**src/design/scsp_pkg.sv**
```systemverilog
package scsp_pkg;

    localparam logic [31:0] FNV_BASIS = 32'd2166136261;
    localparam int          FIFO_DEPTH = 4;

    localparam logic [1:0] KIND_KEY   = 2'd0;
    localparam logic [1:0] KIND_VALUE = 2'd1;
    localparam logic [1:0] KIND_ENTRY = 2'd2;
    localparam logic [1:0] KIND_FILE  = 2'd3;

    localparam logic [2:0] ST_OK        = 3'd0;
    localparam logic [2:0] ST_SHORT     = 3'd1;
    localparam logic [2:0] ST_SIGNATURE = 3'd2;
    localparam logic [2:0] ST_CHECKSUM  = 3'd3;
    localparam logic [2:0] ST_VERSION   = 3'd4;
    localparam logic [2:0] ST_ENTRY     = 3'd5;
    localparam logic [2:0] ST_VALUE     = 3'd6;
    localparam logic [2:0] ST_TYPE      = 3'd7;

    localparam logic [2:0] REG_XOR_KEY  = 3'd0;
    localparam logic [2:0] REG_VERSION  = 3'd1;
    localparam logic [2:0] REG_BOOL     = 3'd2;
    localparam logic [2:0] REG_NUMBER   = 3'd3;
    localparam logic [2:0] REG_STRING   = 3'd4;

    typedef enum logic [11:0] {
        PH_HDR  = 12'b0000_0000_0001,
        PH_VER  = 12'b0000_0000_0010,
        PH_CNT  = 12'b0000_0000_0100,
        PH_KLEN = 12'b0000_0000_1000,
        PH_KEY  = 12'b0000_0001_0000,
        PH_TYPE = 12'b0000_0010_0000,
        PH_BOOL = 12'b0000_0100_0000,
        PH_NUM  = 12'b0000_1000_0000,
        PH_SLEN = 12'b0001_0000_0000,
        PH_STR  = 12'b0010_0000_0000,
        PH_DONE = 12'b0100_0000_0000,
        PH_STOP = 12'b1000_0000_0000
    } phase_t;

    typedef struct packed {
        logic [1:0]  kind;
        logic [7:0]  data;
        logic [31:0] type_word;
        logic [31:0] number;
        logic        bool_bit;
        logic [2:0]  status;
        logic        last;
    } token_t;

    typedef struct packed {
        logic   v0;
        logic   v1;
        token_t t0;
        token_t t1;
    } token_pair_t;

    function automatic logic [7:0] sig_byte(input logic [2:0] p);
        logic [7:0] r;
        r = 8'h00;
        case (p)
            3'd0: r = 8'h46;
            3'd1: r = 8'h4C;
            3'd2: r = 8'h58;
            3'd3: r = 8'h53;
            3'd4: r = 8'h41;
            3'd5: r = 8'h56;
            3'd6: r = 8'h45;
            default: r = 8'h31;
        endcase
        return r;
    endfunction

    // x * 16777619 mod 2^32, prime = 2^24 + 0x193
    function automatic logic [31:0] fnv_mul(input logic [31:0] x);
        return {x[7:0], 24'd0} + (x * 32'h0000_0193);
    endfunction

endpackage

```
**src/design/scsp_parser.sv**
```systemverilog
module scsp_parser (
    input  logic                 clk,
    input  logic                 rst_n,
    input  logic                 cfg_wen,
    input  logic [2:0]           cfg_index,
    input  logic [31:0]          cfg_data,
    input  logic                 accept,
    input  logic [7:0]           file_byte,
    input  logic                 final_byte,
    output scsp_pkg::token_pair_t res
);

    logic [7:0]       xor_key_reg;
    logic [31:0]      version_reg, bool_code_reg, num_code_reg, str_code_reg;

    scsp_pkg::phase_t phase_reg, phase_next;
    logic [3:0]       hpos_reg, hpos_next;
    logic [31:0]      sum_reg, sum_next;
    logic [31:0]      hash_reg, hash_next;
    logic [31:0]      asm_reg, asm_next;
    logic [1:0]       cnt_reg, cnt_next;
    logic [31:0]      left_reg, left_next;
    logic [31:0]      ecnt_reg, ecnt_next;
    logic [31:0]      sleft_reg, sleft_next;
    logic [31:0]      type_reg, type_next;
    logic [2:0]       ferr_reg, ferr_next;

    logic [7:0]       d;
    logic [31:0]      w;
    logic             word_done, word_phase, ended, end_bool;
    logic [31:0]      sleft_dec, left_dec;
    logic [2:0]       st;

    always_ff @(posedge clk or negedge rst_n)
    begin
        if (!rst_n)
        begin
            xor_key_reg   <= 8'h5A;
            version_reg   <= 32'd1;
            bool_code_reg <= 32'd0;
            num_code_reg  <= 32'd1;
            str_code_reg  <= 32'd2;
        end
        else if (cfg_wen)
        begin
            unique case (cfg_index)
                scsp_pkg::REG_XOR_KEY: xor_key_reg   <= cfg_data[7:0];
                scsp_pkg::REG_VERSION: version_reg   <= cfg_data;
                scsp_pkg::REG_BOOL:    bool_code_reg <= cfg_data;
                scsp_pkg::REG_NUMBER:  num_code_reg  <= cfg_data;
                scsp_pkg::REG_STRING:  str_code_reg  <= cfg_data;
                default: ;
            endcase
        end
    end

    always_ff @(posedge clk or negedge rst_n)
    begin
        if (!rst_n)
        begin
            phase_reg <= scsp_pkg::PH_HDR;
            hpos_reg  <= 4'd0;
            sum_reg   <= 32'd0;
            hash_reg  <= scsp_pkg::FNV_BASIS;
            asm_reg   <= 32'd0;
            cnt_reg   <= 2'd0;
            left_reg  <= 32'd0;
            ecnt_reg  <= 32'd0;
            sleft_reg <= 32'd0;
            type_reg  <= 32'd0;
            ferr_reg  <= scsp_pkg::ST_OK;
        end
        else
        begin
            phase_reg <= phase_next;
            hpos_reg  <= hpos_next;
            sum_reg   <= sum_next;
            hash_reg  <= hash_next;
            asm_reg   <= asm_next;
            cnt_reg   <= cnt_next;
            left_reg  <= left_next;
            ecnt_reg  <= ecnt_next;
            sleft_reg <= sleft_next;
            type_reg  <= type_next;
            ferr_reg  <= ferr_next;
        end
    end

    assign d         = file_byte ^ xor_key_reg;
    assign w         = {d, asm_reg[23:0]};
    assign word_done = (cnt_reg == 2'd3);
    assign sleft_dec = sleft_reg - 32'd1;
    assign left_dec  = left_reg - 32'd1;

    always_comb
    begin
        phase_next = phase_reg;
        hpos_next  = hpos_reg;
        sum_next   = sum_reg;
        hash_next  = hash_reg;
        asm_next   = asm_reg;
        cnt_next   = cnt_reg;
        left_next  = left_reg;
        ecnt_next  = ecnt_reg;
        sleft_next = sleft_reg;
        type_next  = type_reg;
        ferr_next  = ferr_reg;
        ended      = 1'b0;
        end_bool   = 1'b0;
        word_phase = 1'b0;
        st         = scsp_pkg::ST_OK;
        res        = '0;

        if (accept)
        begin
            if (phase_reg == scsp_pkg::PH_HDR)
            begin
                if (!hpos_reg[3])
                begin
                    if (file_byte != scsp_pkg::sig_byte(hpos_reg[2:0]) &&
                        ferr_reg == scsp_pkg::ST_OK)
                        ferr_next = scsp_pkg::ST_SIGNATURE;
                end
                else
                    sum_next = sum_reg | ({24'd0, file_byte} << {hpos_reg[1:0], 3'b000});
                hpos_next = hpos_reg + 4'd1;
                if (hpos_next >= 4'd12)
                    phase_next = (ferr_next == scsp_pkg::ST_SIGNATURE) ?
                                 scsp_pkg::PH_STOP : scsp_pkg::PH_VER;
            end
            else
            begin
                hash_next = scsp_pkg::fnv_mul(hash_reg ^ {24'd0, file_byte});
                word_phase = (phase_reg == scsp_pkg::PH_VER)  ||
                             (phase_reg == scsp_pkg::PH_CNT)  ||
                             (phase_reg == scsp_pkg::PH_KLEN) ||
                             (phase_reg == scsp_pkg::PH_TYPE) ||
                             (phase_reg == scsp_pkg::PH_BOOL) ||
                             (phase_reg == scsp_pkg::PH_SLEN);
                if (word_phase)
                begin
                    if (word_done)
                    begin
                        asm_next = 32'd0;
                        cnt_next = 2'd0;
                    end
                    else
                    begin
                        asm_next = asm_reg | ({24'd0, d} << {cnt_reg, 3'b000});
                        cnt_next = cnt_reg + 2'd1;
                    end
                end

                unique case (phase_reg) inside
                    scsp_pkg::PH_VER:
                        if (word_done)
                        begin
                            if (w != version_reg)
                            begin
                                ferr_next  = scsp_pkg::ST_VERSION;
                                phase_next = scsp_pkg::PH_STOP;
                            end
                            else
                                phase_next = scsp_pkg::PH_CNT;
                        end
                    scsp_pkg::PH_CNT:
                        if (word_done)
                        begin
                            left_next  = w;
                            phase_next = (w == 32'd0) ? scsp_pkg::PH_DONE : scsp_pkg::PH_KLEN;
                        end
                    scsp_pkg::PH_KLEN:
                        if (word_done)
                        begin
                            sleft_next = w;
                            phase_next = (w == 32'd0) ? scsp_pkg::PH_TYPE : scsp_pkg::PH_KEY;
                        end
                    scsp_pkg::PH_KEY:
                    begin
                        res.v0        = 1'b1;
                        res.t0.kind   = scsp_pkg::KIND_KEY;
                        res.t0.data   = d;
                        res.t0.number = ecnt_reg;
                        sleft_next    = sleft_dec;
                        if (sleft_dec == 32'd0)
                            phase_next = scsp_pkg::PH_TYPE;
                    end
                    scsp_pkg::PH_TYPE:
                        if (word_done)
                        begin
                            type_next = w;
                            if (w == bool_code_reg)
                                phase_next = scsp_pkg::PH_BOOL;
                            else if (w == num_code_reg)
                            begin
                                phase_next = scsp_pkg::PH_NUM;
                                sleft_next = 32'd8;
                            end
                            else if (w == str_code_reg)
                                phase_next = scsp_pkg::PH_SLEN;
                            else
                            begin
                                ferr_next  = scsp_pkg::ST_TYPE;
                                phase_next = scsp_pkg::PH_STOP;
                            end
                        end
                    scsp_pkg::PH_BOOL:
                        if (word_done)
                        begin
                            ended    = 1'b1;
                            end_bool = (w != 32'd0);
                        end
                    scsp_pkg::PH_SLEN:
                        if (word_done)
                        begin
                            sleft_next = w;
                            if (w == 32'd0)
                                ended = 1'b1;
                            else
                                phase_next = scsp_pkg::PH_STR;
                        end
                    scsp_pkg::PH_NUM, scsp_pkg::PH_STR:
                    begin
                        res.v0        = 1'b1;
                        res.t0.kind   = scsp_pkg::KIND_VALUE;
                        res.t0.data   = d;
                        res.t0.number = ecnt_reg;
                        sleft_next    = sleft_dec;
                        if (sleft_dec == 32'd0)
                            ended = 1'b1;
                    end
                    default: ;
                endcase

                if (ended)
                begin
                    ecnt_next  = ecnt_reg + 32'd1;
                    left_next  = left_dec;
                    phase_next = (left_dec == 32'd0) ? scsp_pkg::PH_DONE : scsp_pkg::PH_KLEN;
                    res.t1.kind      = scsp_pkg::KIND_ENTRY;
                    res.t1.type_word = type_reg;
                    res.t1.number    = ecnt_reg;
                    res.t1.bool_bit  = end_bool;
                    res.v1           = !final_byte;
                end
            end

            if (final_byte)
            begin
                if (hpos_next < 4'd12)
                    st = scsp_pkg::ST_SHORT;
                else if (ferr_next == scsp_pkg::ST_SIGNATURE)
                    st = scsp_pkg::ST_SIGNATURE;
                else if (hash_next != sum_next)
                    st = scsp_pkg::ST_CHECKSUM;
                else if (ferr_next != scsp_pkg::ST_OK)
                    st = ferr_next;
                else if (phase_next == scsp_pkg::PH_VER || phase_next == scsp_pkg::PH_CNT)
                    st = scsp_pkg::ST_VERSION;
                else if (phase_next == scsp_pkg::PH_KLEN || phase_next == scsp_pkg::PH_KEY ||
                         phase_next == scsp_pkg::PH_TYPE)
                    st = scsp_pkg::ST_ENTRY;
                else if (phase_next == scsp_pkg::PH_BOOL || phase_next == scsp_pkg::PH_NUM ||
                         phase_next == scsp_pkg::PH_SLEN || phase_next == scsp_pkg::PH_STR)
                    st = scsp_pkg::ST_VALUE;
                else
                    st = scsp_pkg::ST_OK;

                res.v1           = 1'b1;
                res.t1.kind      = scsp_pkg::KIND_FILE;
                res.t1.data      = 8'd0;
                res.t1.type_word = ended ? type_reg : 32'd0;
                res.t1.number    = ecnt_next;
                res.t1.bool_bit  = ended & end_bool;
                res.t1.status    = st;
                res.t1.last      = 1'b1;

                phase_next = scsp_pkg::PH_HDR;
                hpos_next  = 4'd0;
                sum_next   = 32'd0;
                hash_next  = scsp_pkg::FNV_BASIS;
                asm_next   = 32'd0;
                cnt_next   = 2'd0;
                left_next  = 32'd0;
                ecnt_next  = 32'd0;
                sleft_next = 32'd0;
                type_next  = 32'd0;
                ferr_next  = scsp_pkg::ST_OK;
            end
        end
    end

`ifndef SYNTHESIS
    a_hdr_pos: assert property (@(posedge clk) disable iff (!rst_n)
        (phase_reg != scsp_pkg::PH_HDR) |-> (hpos_reg == 4'd12))
        else $error("header position off while parsing payload");
    a_sig_stop: assert property (@(posedge clk) disable iff (!rst_n)
        (ferr_reg == scsp_pkg::ST_SIGNATURE && phase_reg != scsp_pkg::PH_HDR)
        |-> (phase_reg == scsp_pkg::PH_STOP))
        else $error("parsing after bad signature");
    a_err_stop: assert property (@(posedge clk) disable iff (!rst_n)
        (ferr_reg != scsp_pkg::ST_OK && phase_reg != scsp_pkg::PH_HDR)
        |-> (phase_reg == scsp_pkg::PH_STOP))
        else $error("error recorded but parse not stopped");
`endif

endmodule

```
**src/design/scsp_out_fifo.sv**
```systemverilog
module scsp_out_fifo (
    input  logic                  clk,
    input  logic                  rst_n,
    input  scsp_pkg::token_pair_t res,
    output logic                  room,
    output logic                  m_tvalid,
    input  logic                  m_tready,
    output scsp_pkg::token_t      m_token
);

    scsp_pkg::token_t mem [scsp_pkg::FIFO_DEPTH];
    logic [1:0]       wr_reg, rd_reg;
    logic [2:0]       cnt_reg;
    logic [1:0]       n_push;
    logic             pop;
    scsp_pkg::token_t first;

    assign n_push   = {1'b0, res.v0} + {1'b0, res.v1};
    assign first    = res.v0 ? res.t0 : res.t1;
    assign m_tvalid = (cnt_reg != 3'd0);
    assign pop      = m_tvalid & m_tready;
    assign room     = (cnt_reg <= 3'd2);
    assign m_token  = mem[rd_reg];

    always_ff @(posedge clk)
    begin
        if (n_push != 2'd0)
            mem[wr_reg] <= first;
        if (n_push == 2'd2)
            mem[wr_reg + 2'd1] <= res.t1;
    end

    always_ff @(posedge clk or negedge rst_n)
    begin
        if (!rst_n)
        begin
            wr_reg  <= 2'd0;
            rd_reg  <= 2'd0;
            cnt_reg <= 3'd0;
        end
        else
        begin
            wr_reg  <= wr_reg + n_push;
            rd_reg  <= rd_reg + {1'b0, pop};
            cnt_reg <= cnt_reg + {1'b0, n_push} - {2'b00, pop};
        end
    end

`ifndef SYNTHESIS
    a_no_overflow: assert property (@(posedge clk) disable iff (!rst_n)
        cnt_reg <= 3'd4)
        else $error("output queue overflow");
    a_push_room: assert property (@(posedge clk) disable iff (!rst_n)
        (n_push != 2'd0) |-> room)
        else $error("push without room");
    a_count: assert property (@(posedge clk) disable iff (!rst_n)
        $past(rst_n) |-> (cnt_reg == $past(cnt_reg) + {1'b0, $past(n_push)}
                          - {2'b00, $past(pop)}))
        else $error("queue count mismatch");
`endif

endmodule

```
**src/design/save_container_stream_parser.sv**
```systemverilog
// Save container stream parser.
// Input stream: one raw container byte per item in s_tdata[7:0]; s_tlast marks
// the final byte of a container. Output stream: tokens; m_tuser is the kind
// (key byte, value byte, entry end, file end), m_tlast marks the file end item,
// which carries the status. A nonzero status voids earlier tokens of that file.
// Configuration: cfg_wen/cfg_index/cfg_data write one register per cycle
// (0 xor key, 1 version, 2 bool code, 3 number code, 4 string code); write
// only while the block is idle.
// Tokens of an accepted byte are registered in the 4-entry output queue, which
// accepts input only with two free slots. Throughput: one byte per cycle while
// each byte gives at most one token and the receiver is ready; a byte that gives
// two tokens sends them in turn through the single output port.
// Reset: registers return to defaults and the parser waits for a signature.
// When the receiver stalls, tokens collect in the queue and s_tready drops
// once fewer than two slots remain; no item is lost.
module save_container_stream_parser (
    input  logic        clk,
    input  logic        rst_n,
    input  logic        cfg_wen,
    input  logic [2:0]  cfg_index,
    input  logic [31:0] cfg_data,
    input  logic        s_tvalid,
    output logic        s_tready,
    input  logic [7:0]  s_tdata,   // [7:0] file_byte
    input  logic        s_tlast,
    output logic        m_tvalid,
    input  logic        m_tready,
    output logic [79:0] m_tdata,   // token_byte, entry_type_word, entry_number,
                                   // bool_result, file_status, zero pad
    output logic [1:0]  m_tuser,   // [1:0] token_kind
    output logic        m_tlast
);

    scsp_pkg::token_pair_t res;
    scsp_pkg::token_t      tok;
    logic                  room;

    assign s_tready = room;

    scsp_parser u_parser (
        .clk        (clk),
        .rst_n      (rst_n),
        .cfg_wen    (cfg_wen),
        .cfg_index  (cfg_index),
        .cfg_data   (cfg_data),
        .accept     (s_tvalid & room),
        .file_byte  (s_tdata),
        .final_byte (s_tlast),
        .res        (res)
    );

    scsp_out_fifo u_fifo (
        .clk      (clk),
        .rst_n    (rst_n),
        .res      (res),
        .room     (room),
        .m_tvalid (m_tvalid),
        .m_tready (m_tready),
        .m_token  (tok)
    );

    assign m_tdata = {4'd0, tok.status, tok.bool_bit, tok.number, tok.type_word, tok.data};
    assign m_tuser = tok.kind;
    assign m_tlast = tok.last;

endmodule

```
**config.mk**
```make
export PLATFORM = sky130hd
export DESIGN_NAME = save_container_stream_parser
export DESIGN_NICKNAME = d
export VERILOG_FILES = /design/src/design/scsp_pkg.sv /design/src/design/scsp_parser.sv /design/src/design/scsp_out_fifo.sv /design/src/design/save_container_stream_parser.sv
export SDC_FILE = /design/constraint.sdc
export NUM_CORES = 2
export LEC_CHECK = 0
export ABC_AREA = 1
export BUFFER_PORTS_ARGS = -buffer_cell sky130_fd_sc_hd__buf_2
export CAP_MARGIN = 15
export CORE_ASPECT_RATIO = 0.75
export CORE_UTILIZATION = 40
export DETAILED_ROUTE_END_ITERATION = 6
export GPL_TIMING_DRIVEN = 0
export PLACE_DENSITY_LB_ADDON = 0.1
export SYNTH_ARGS = -nofsm -noshare
export SYNTH_HDL_FRONTEND = slang
export SYNTH_SLANG_ARGS = --single-unit
```
**constraint.sdc**
```tcl
create_clock -name clk -period 11.31 [get_ports clk]
set_input_delay 1.6965 -clock clk [delete_from_list [all_inputs] [get_ports clk]]
set_output_delay 1.6965 -clock clk [all_outputs]
set_load 0.05 [all_outputs]
```
After elaboration in Yosys (flattened, before gate mapping)

Memories as Yosys holds them, arrays and structs flattened.
Index checks and enable logic that the tools add are counted.

$add $sub $neg: 12
Multipliers: 1
Order comparisons: 3
Eq/ne operators: 44
Shifts and indexed selects: 2
Muxes and demuxes: 115
Bitwise gates (word level): 7
Reduce and logical (&&, ||, !) cells: 41

Operator list:

| operator              | number |
|---|---|
| $mux 32               | 31 |
| $mux 79               | 3 |
| $mux 12               | 19 |
| $mux 65               | 2 |
| $eq 32x32->1          | 3 |
| $logic_not 32->1      | 3 |
| $pmux 32 s3           | 1 |
| $pmux 12 s6           | 1 |
| $ne 32x32->1          | 2 |
| $or 32x32->32         | 2 |
| $shl 8x5->32          | 2 |
| $sub 32x1->32 const B | 2 |
| $mux 3                | 20 |
| $pmux 7 s7            | 1 |
| $add 32x1->32 const B | 1 |
| $add 32x32->32        | 1 |
| $mul 32x9->32 const B | 1 |
| $reduce_bool 32->1    | 1 |
| $xor 32x8->32         | 1 |
| $eq 12x10->1 const B  | 2 |
| $eq 12x2->1 const B   | 2 |
| $eq 12x3->1 const B   | 2 |
| $eq 12x4->1 const B   | 2 |
| $eq 12x5->1 const B   | 2 |
| 48 further kinds      | 118 |

Register bits: 388
Memory bits (writable): 316
Input bits: 49
Output and inout port bits: 85
Memories kept: 1

Memories:

| memory     | depth | width | rd ports | clocked after Yosys merged registers in | write ports | line                | source |
|---|---|---|---|---|---|---|---|
| u_fifo.mem | 4     | 79    | 1        | 0                                       | 2           | scsp_out_fifo.sv:11 | `scsp_pkg::token_t mem [scsp_pkg::FIFO_DEPTH];` |

Logic depth before layout (Yosys ltp)

Depth after elaboration: 30
Gate-level depth with buffers: 35

Hierarchy

A second synthesis with hierarchy kept.

Cell total of the unflattened synthesis: 5813
Area total of the unflattened synthesis: 45235.9 um^2

Modules (own cells, without submodules):

| module                       | instances | cells each | area an instance (um^2) |
|---|---|---|---|
| scsp_parser                  | 1         | 3953       | 28713.8 |
| scsp_out_fifo                | 1         | 1853       | 16480.8 |
| save_container_stream_parser | 1         | 7          | 41.3 |

Worst setup path before layout

OpenSTA, ideal clock, no wires.

Path kind: input port to flip-flop
From: in s_tdata[5]
To: mem u_fifo.mem[2][39] (netlist name), data pin
Setup time: 0.140 ns
Arrival: 6.712 ns
Slack: 4.458 ns
Stages on the path: 19
Path through: buf_2 > inv_1 > nand2_1 > nand2_1 > nand4_1 > nor2_1 > nand2_1 > inv_1 > o211ai_1 > a21oi_4 > nor2_4 > buf_2 > ha_1 > nor3_1 > clkinv_1 > nand2_1 > o21ai_1 > buf_2 > nor2_1

RTL lines:

| element            | line                               | source |
|---|---|---|
| start: declaration | save_container_stream_parser.sv:24 | `input logic [7:0] s_tdata,` |
| end: declaration   | scsp_out_fifo.sv:11                |  |

==> metrics.cfg <==
[final_layout]
syn_to_final_growth_pct = 12.6
top_register = u_fifo.mem
layout-drive-gt1-share = 0.0761
layout.cells.non_filler = 7028
multiInputGateArea_um2 = 20600
seq_area_um2 = 18700
largest_reg_flops = 316
nets = 5808
n_antenna_cell = 0
fill_cells = 10700

[clocking]
cts_setup_buffers = 0
root_buffer = clkbuf_16
clk_pin_slew_ns = 0.06
ctsResizeCount = 0
cts_buffers = 76
cts_tree = built
clock_path_buffers = 3
htreeDepth = 3
clk_latency_ns = 0.69
postCtsHoldBufs = 0
clock-sinks = 696

[routing]
drtAntennaViolNets = 0
wirelength_um = 155000
dr_total_vias = 38400
first_pass_iters = 7
drc = 0
routedWlPerCell_um = 22.1
dr.first_iter.drc_count = 4397
via_per_inst = 5.47

[logic_synthesis]
synthCells = 5330
synth_area_per_cell_um2 = 7.98
ys_ff_latch = 696
synth.area.top_cells = dfrtp_1 (21%), edfxtp_1 (20%), nand2_1 (11%)
yosys_warnings = 0
yosys_most_used_dff = dfrtp_1
seq_area_frac_synth = 0.440
synth_edf_count = 284
synth_top_area_frac = 0.211
netlist.top_cell.by_area = dfrtp_1
synth_cell_type_count = 64
synth.cell_area_um2 = 42500
async_flop_share = 0.546

[setup_path]
crit_top_cell = ha_1
slowest_delay_ns = 0.91
critPathSlowestCell = xnor2_1
crit_required_ns = 11.70
worstPathMaxFanout = 7
critPathArrivalTime_ns = 8.67
startpoint_type = input port
critical_path_class = input port to flop
cp-end-kind = flop

[grt]
grt_overflow = 0
grtUsageTotal = 0.286
grt_pass1_wl_um = 232000
antenna_found_initial = 1
grt_pass1_vias = 35800
grt_max_degree = 111

[sta]
post-route-min-period_ns = 8.28
rsz0062_at_grt = false
tns_ns = 0
hold_viol_final = 0
fmax_ghz = 0.121
drv_slew = 0
fin_worst_skew_ns = 0.0416
slew-limit-headroom = 0.206
setup_viol = 0
fin_crit_sh = 0.732
tightest_slew_ns = 1.18

[flow_run]
maxCapViolations = 0

[die]
coreArea_um2 = 105000
chipWidth_um = 379
die_y_um = 284
start_util = 0.404
top_level_ports = 134
fp-row-count = 103
die_area_um2 = 108000

[placed_design]
gp_congestion = 0.923
port_buffers = 126
dp_cells = 6887
post-dp-hpwl_um = 118000

[run_status]
status = completed

[min_path]
hold_path.class = flop to flop

[cells in the final DEF (no fill, tap or decap), drive strengths merged, types with 3 or more instances in the layout]
master and count:
dfxtp 32, inv 597, nor4 21, edfxtp 284, a21oi 151, ha 131
mux2 30, nand4 69, a21boi 5, clkinv 32, buf 193, or2 5
dfstp 22, nand3b 14, o211ai 24, nor2 745, o21a 3, o22ai 264
nor3 59, bufinv 6, a31oi 9, clkbuf 299, dfrtp 358, xor2 104
fa 80, conb 4, a22oi 13, and2 8, nand3 180, a221oi 29
o31ai 6, a211oi 12, xnor2 59, a21o 3, o21ai 510, nand2 1234
[per-stage QoR]
stage	worst slack (ns)	hold slack, ns	utilization	cell area [µm²]
floorplan	4.46	0.448	-	42500
global placement	-0.157	0.460	0.427	44900
detailed placement	2.59	0.468	0.430	45200
CTS	3.30	0.484	0.455	47900
global route	2.72	0.504	0.455	47900
finish	3.03	0.483	0.455	47900
[critical path: cells and delay by family]
family / cells / cell delay (ns)
adder cells (fa/ha/maj): 7 / 2.44
AND/OR/NAND/NOR: 9 / 1.56
XOR/XNOR: 2 / 1.18
AO/OA/AOI/OAI: 3 / 1.18
buffers and inverters: 4 / 0.57
[cell usage after synthesis, types with 7 or more instances]
cell / count
and2_1: 8
nor2_2: 11
nor3_1: 59
dfxtp_1: 32
a22oi_1: 12
nand2_2: 9
o22ai_1: 264
nor4_1: 21
fa_1: 80
dfrtp_1: 358
dfstp_2: 22
buf_1: 14
inv_1: 582
nand2_1: 1225
a31oi_1: 9
a21oi_1: 146
nand3b_1: 14
nand4_1: 68
inv_2: 11
ha_1: 131
nor2_1: 728
a221oi_1: 29
mux2_2: 30
o211ai_1: 14
xor2_1: 104
nand3_1: 177
o21ai_0: 472
clkinv_1: 8
edfxtp_1: 284
a211oi_1: 12
buf_2: 33
xnor2_1: 59
o21ai_1: 37
clkbuf_1: 192
buf_4: 7
[cell type report]
cell class              instances  area share
flip-flops and latches        696       0.390
clock buffers                 107      0.0476
multi-input cells            3787       0.430
repair buffers                137      0.0184
plain buffers                 248      0.0212
well taps                    1417      0.0370
inverters                     602      0.0473
clock inverters                34     0.00836
[layer usage]
metal  vias to the layer above  GRT usage  routed length (µm)
met5                         -          0                   0
met4                         0     0.0503                2640
met3                       166     0.0520               13600
met2                      1634      0.400               63400
met1                     18500      0.455               75700
li1                      18200          -                   -
[worst paths after layout]
check / from / to / slack [ns] / cells past startpoint
setup / recovery: s_tdata[4] / u_fifo.mem[1][2] / 3.03 / 25
hold / removal: u_fifo.mem[2][76] / u_fifo.mem[2][76] / 0.48 / 2
setup reg to reg: u_parser.phase_reg[6] / u_fifo.mem[0][68] / 3.81 / 18
hold reg to reg: u_fifo.mem[2][76] / u_fifo.mem[2][76] / 0.48 / 2
max in group asynchronous: rst_n / u_parser.hash_reg[31] / 9.17 / 3
min in group asynchronous: rst_n / u_parser.version_reg[8] / 0.85 / 1
[kinds of logic after synthesis]
kind of cell / Yosys count / share of synthesized area
other: 1 / 0.0000882
buffers and inverters: 850 / 0.0772
XOR/XNOR: 163 / 0.0336
multiplexers: 30 / 0.00794
AND/OR/NAND/NOR: 2337 / 0.223
AO/OA/AOI/OAI: 1042 / 0.142
adder cells (fa/ha/maj): 211 / 0.0762
flip-flops: 696 / 0.440
Power is not shown: default switching activity piles up to over one toggle a cycle in this logic, so the estimate is an artifact.
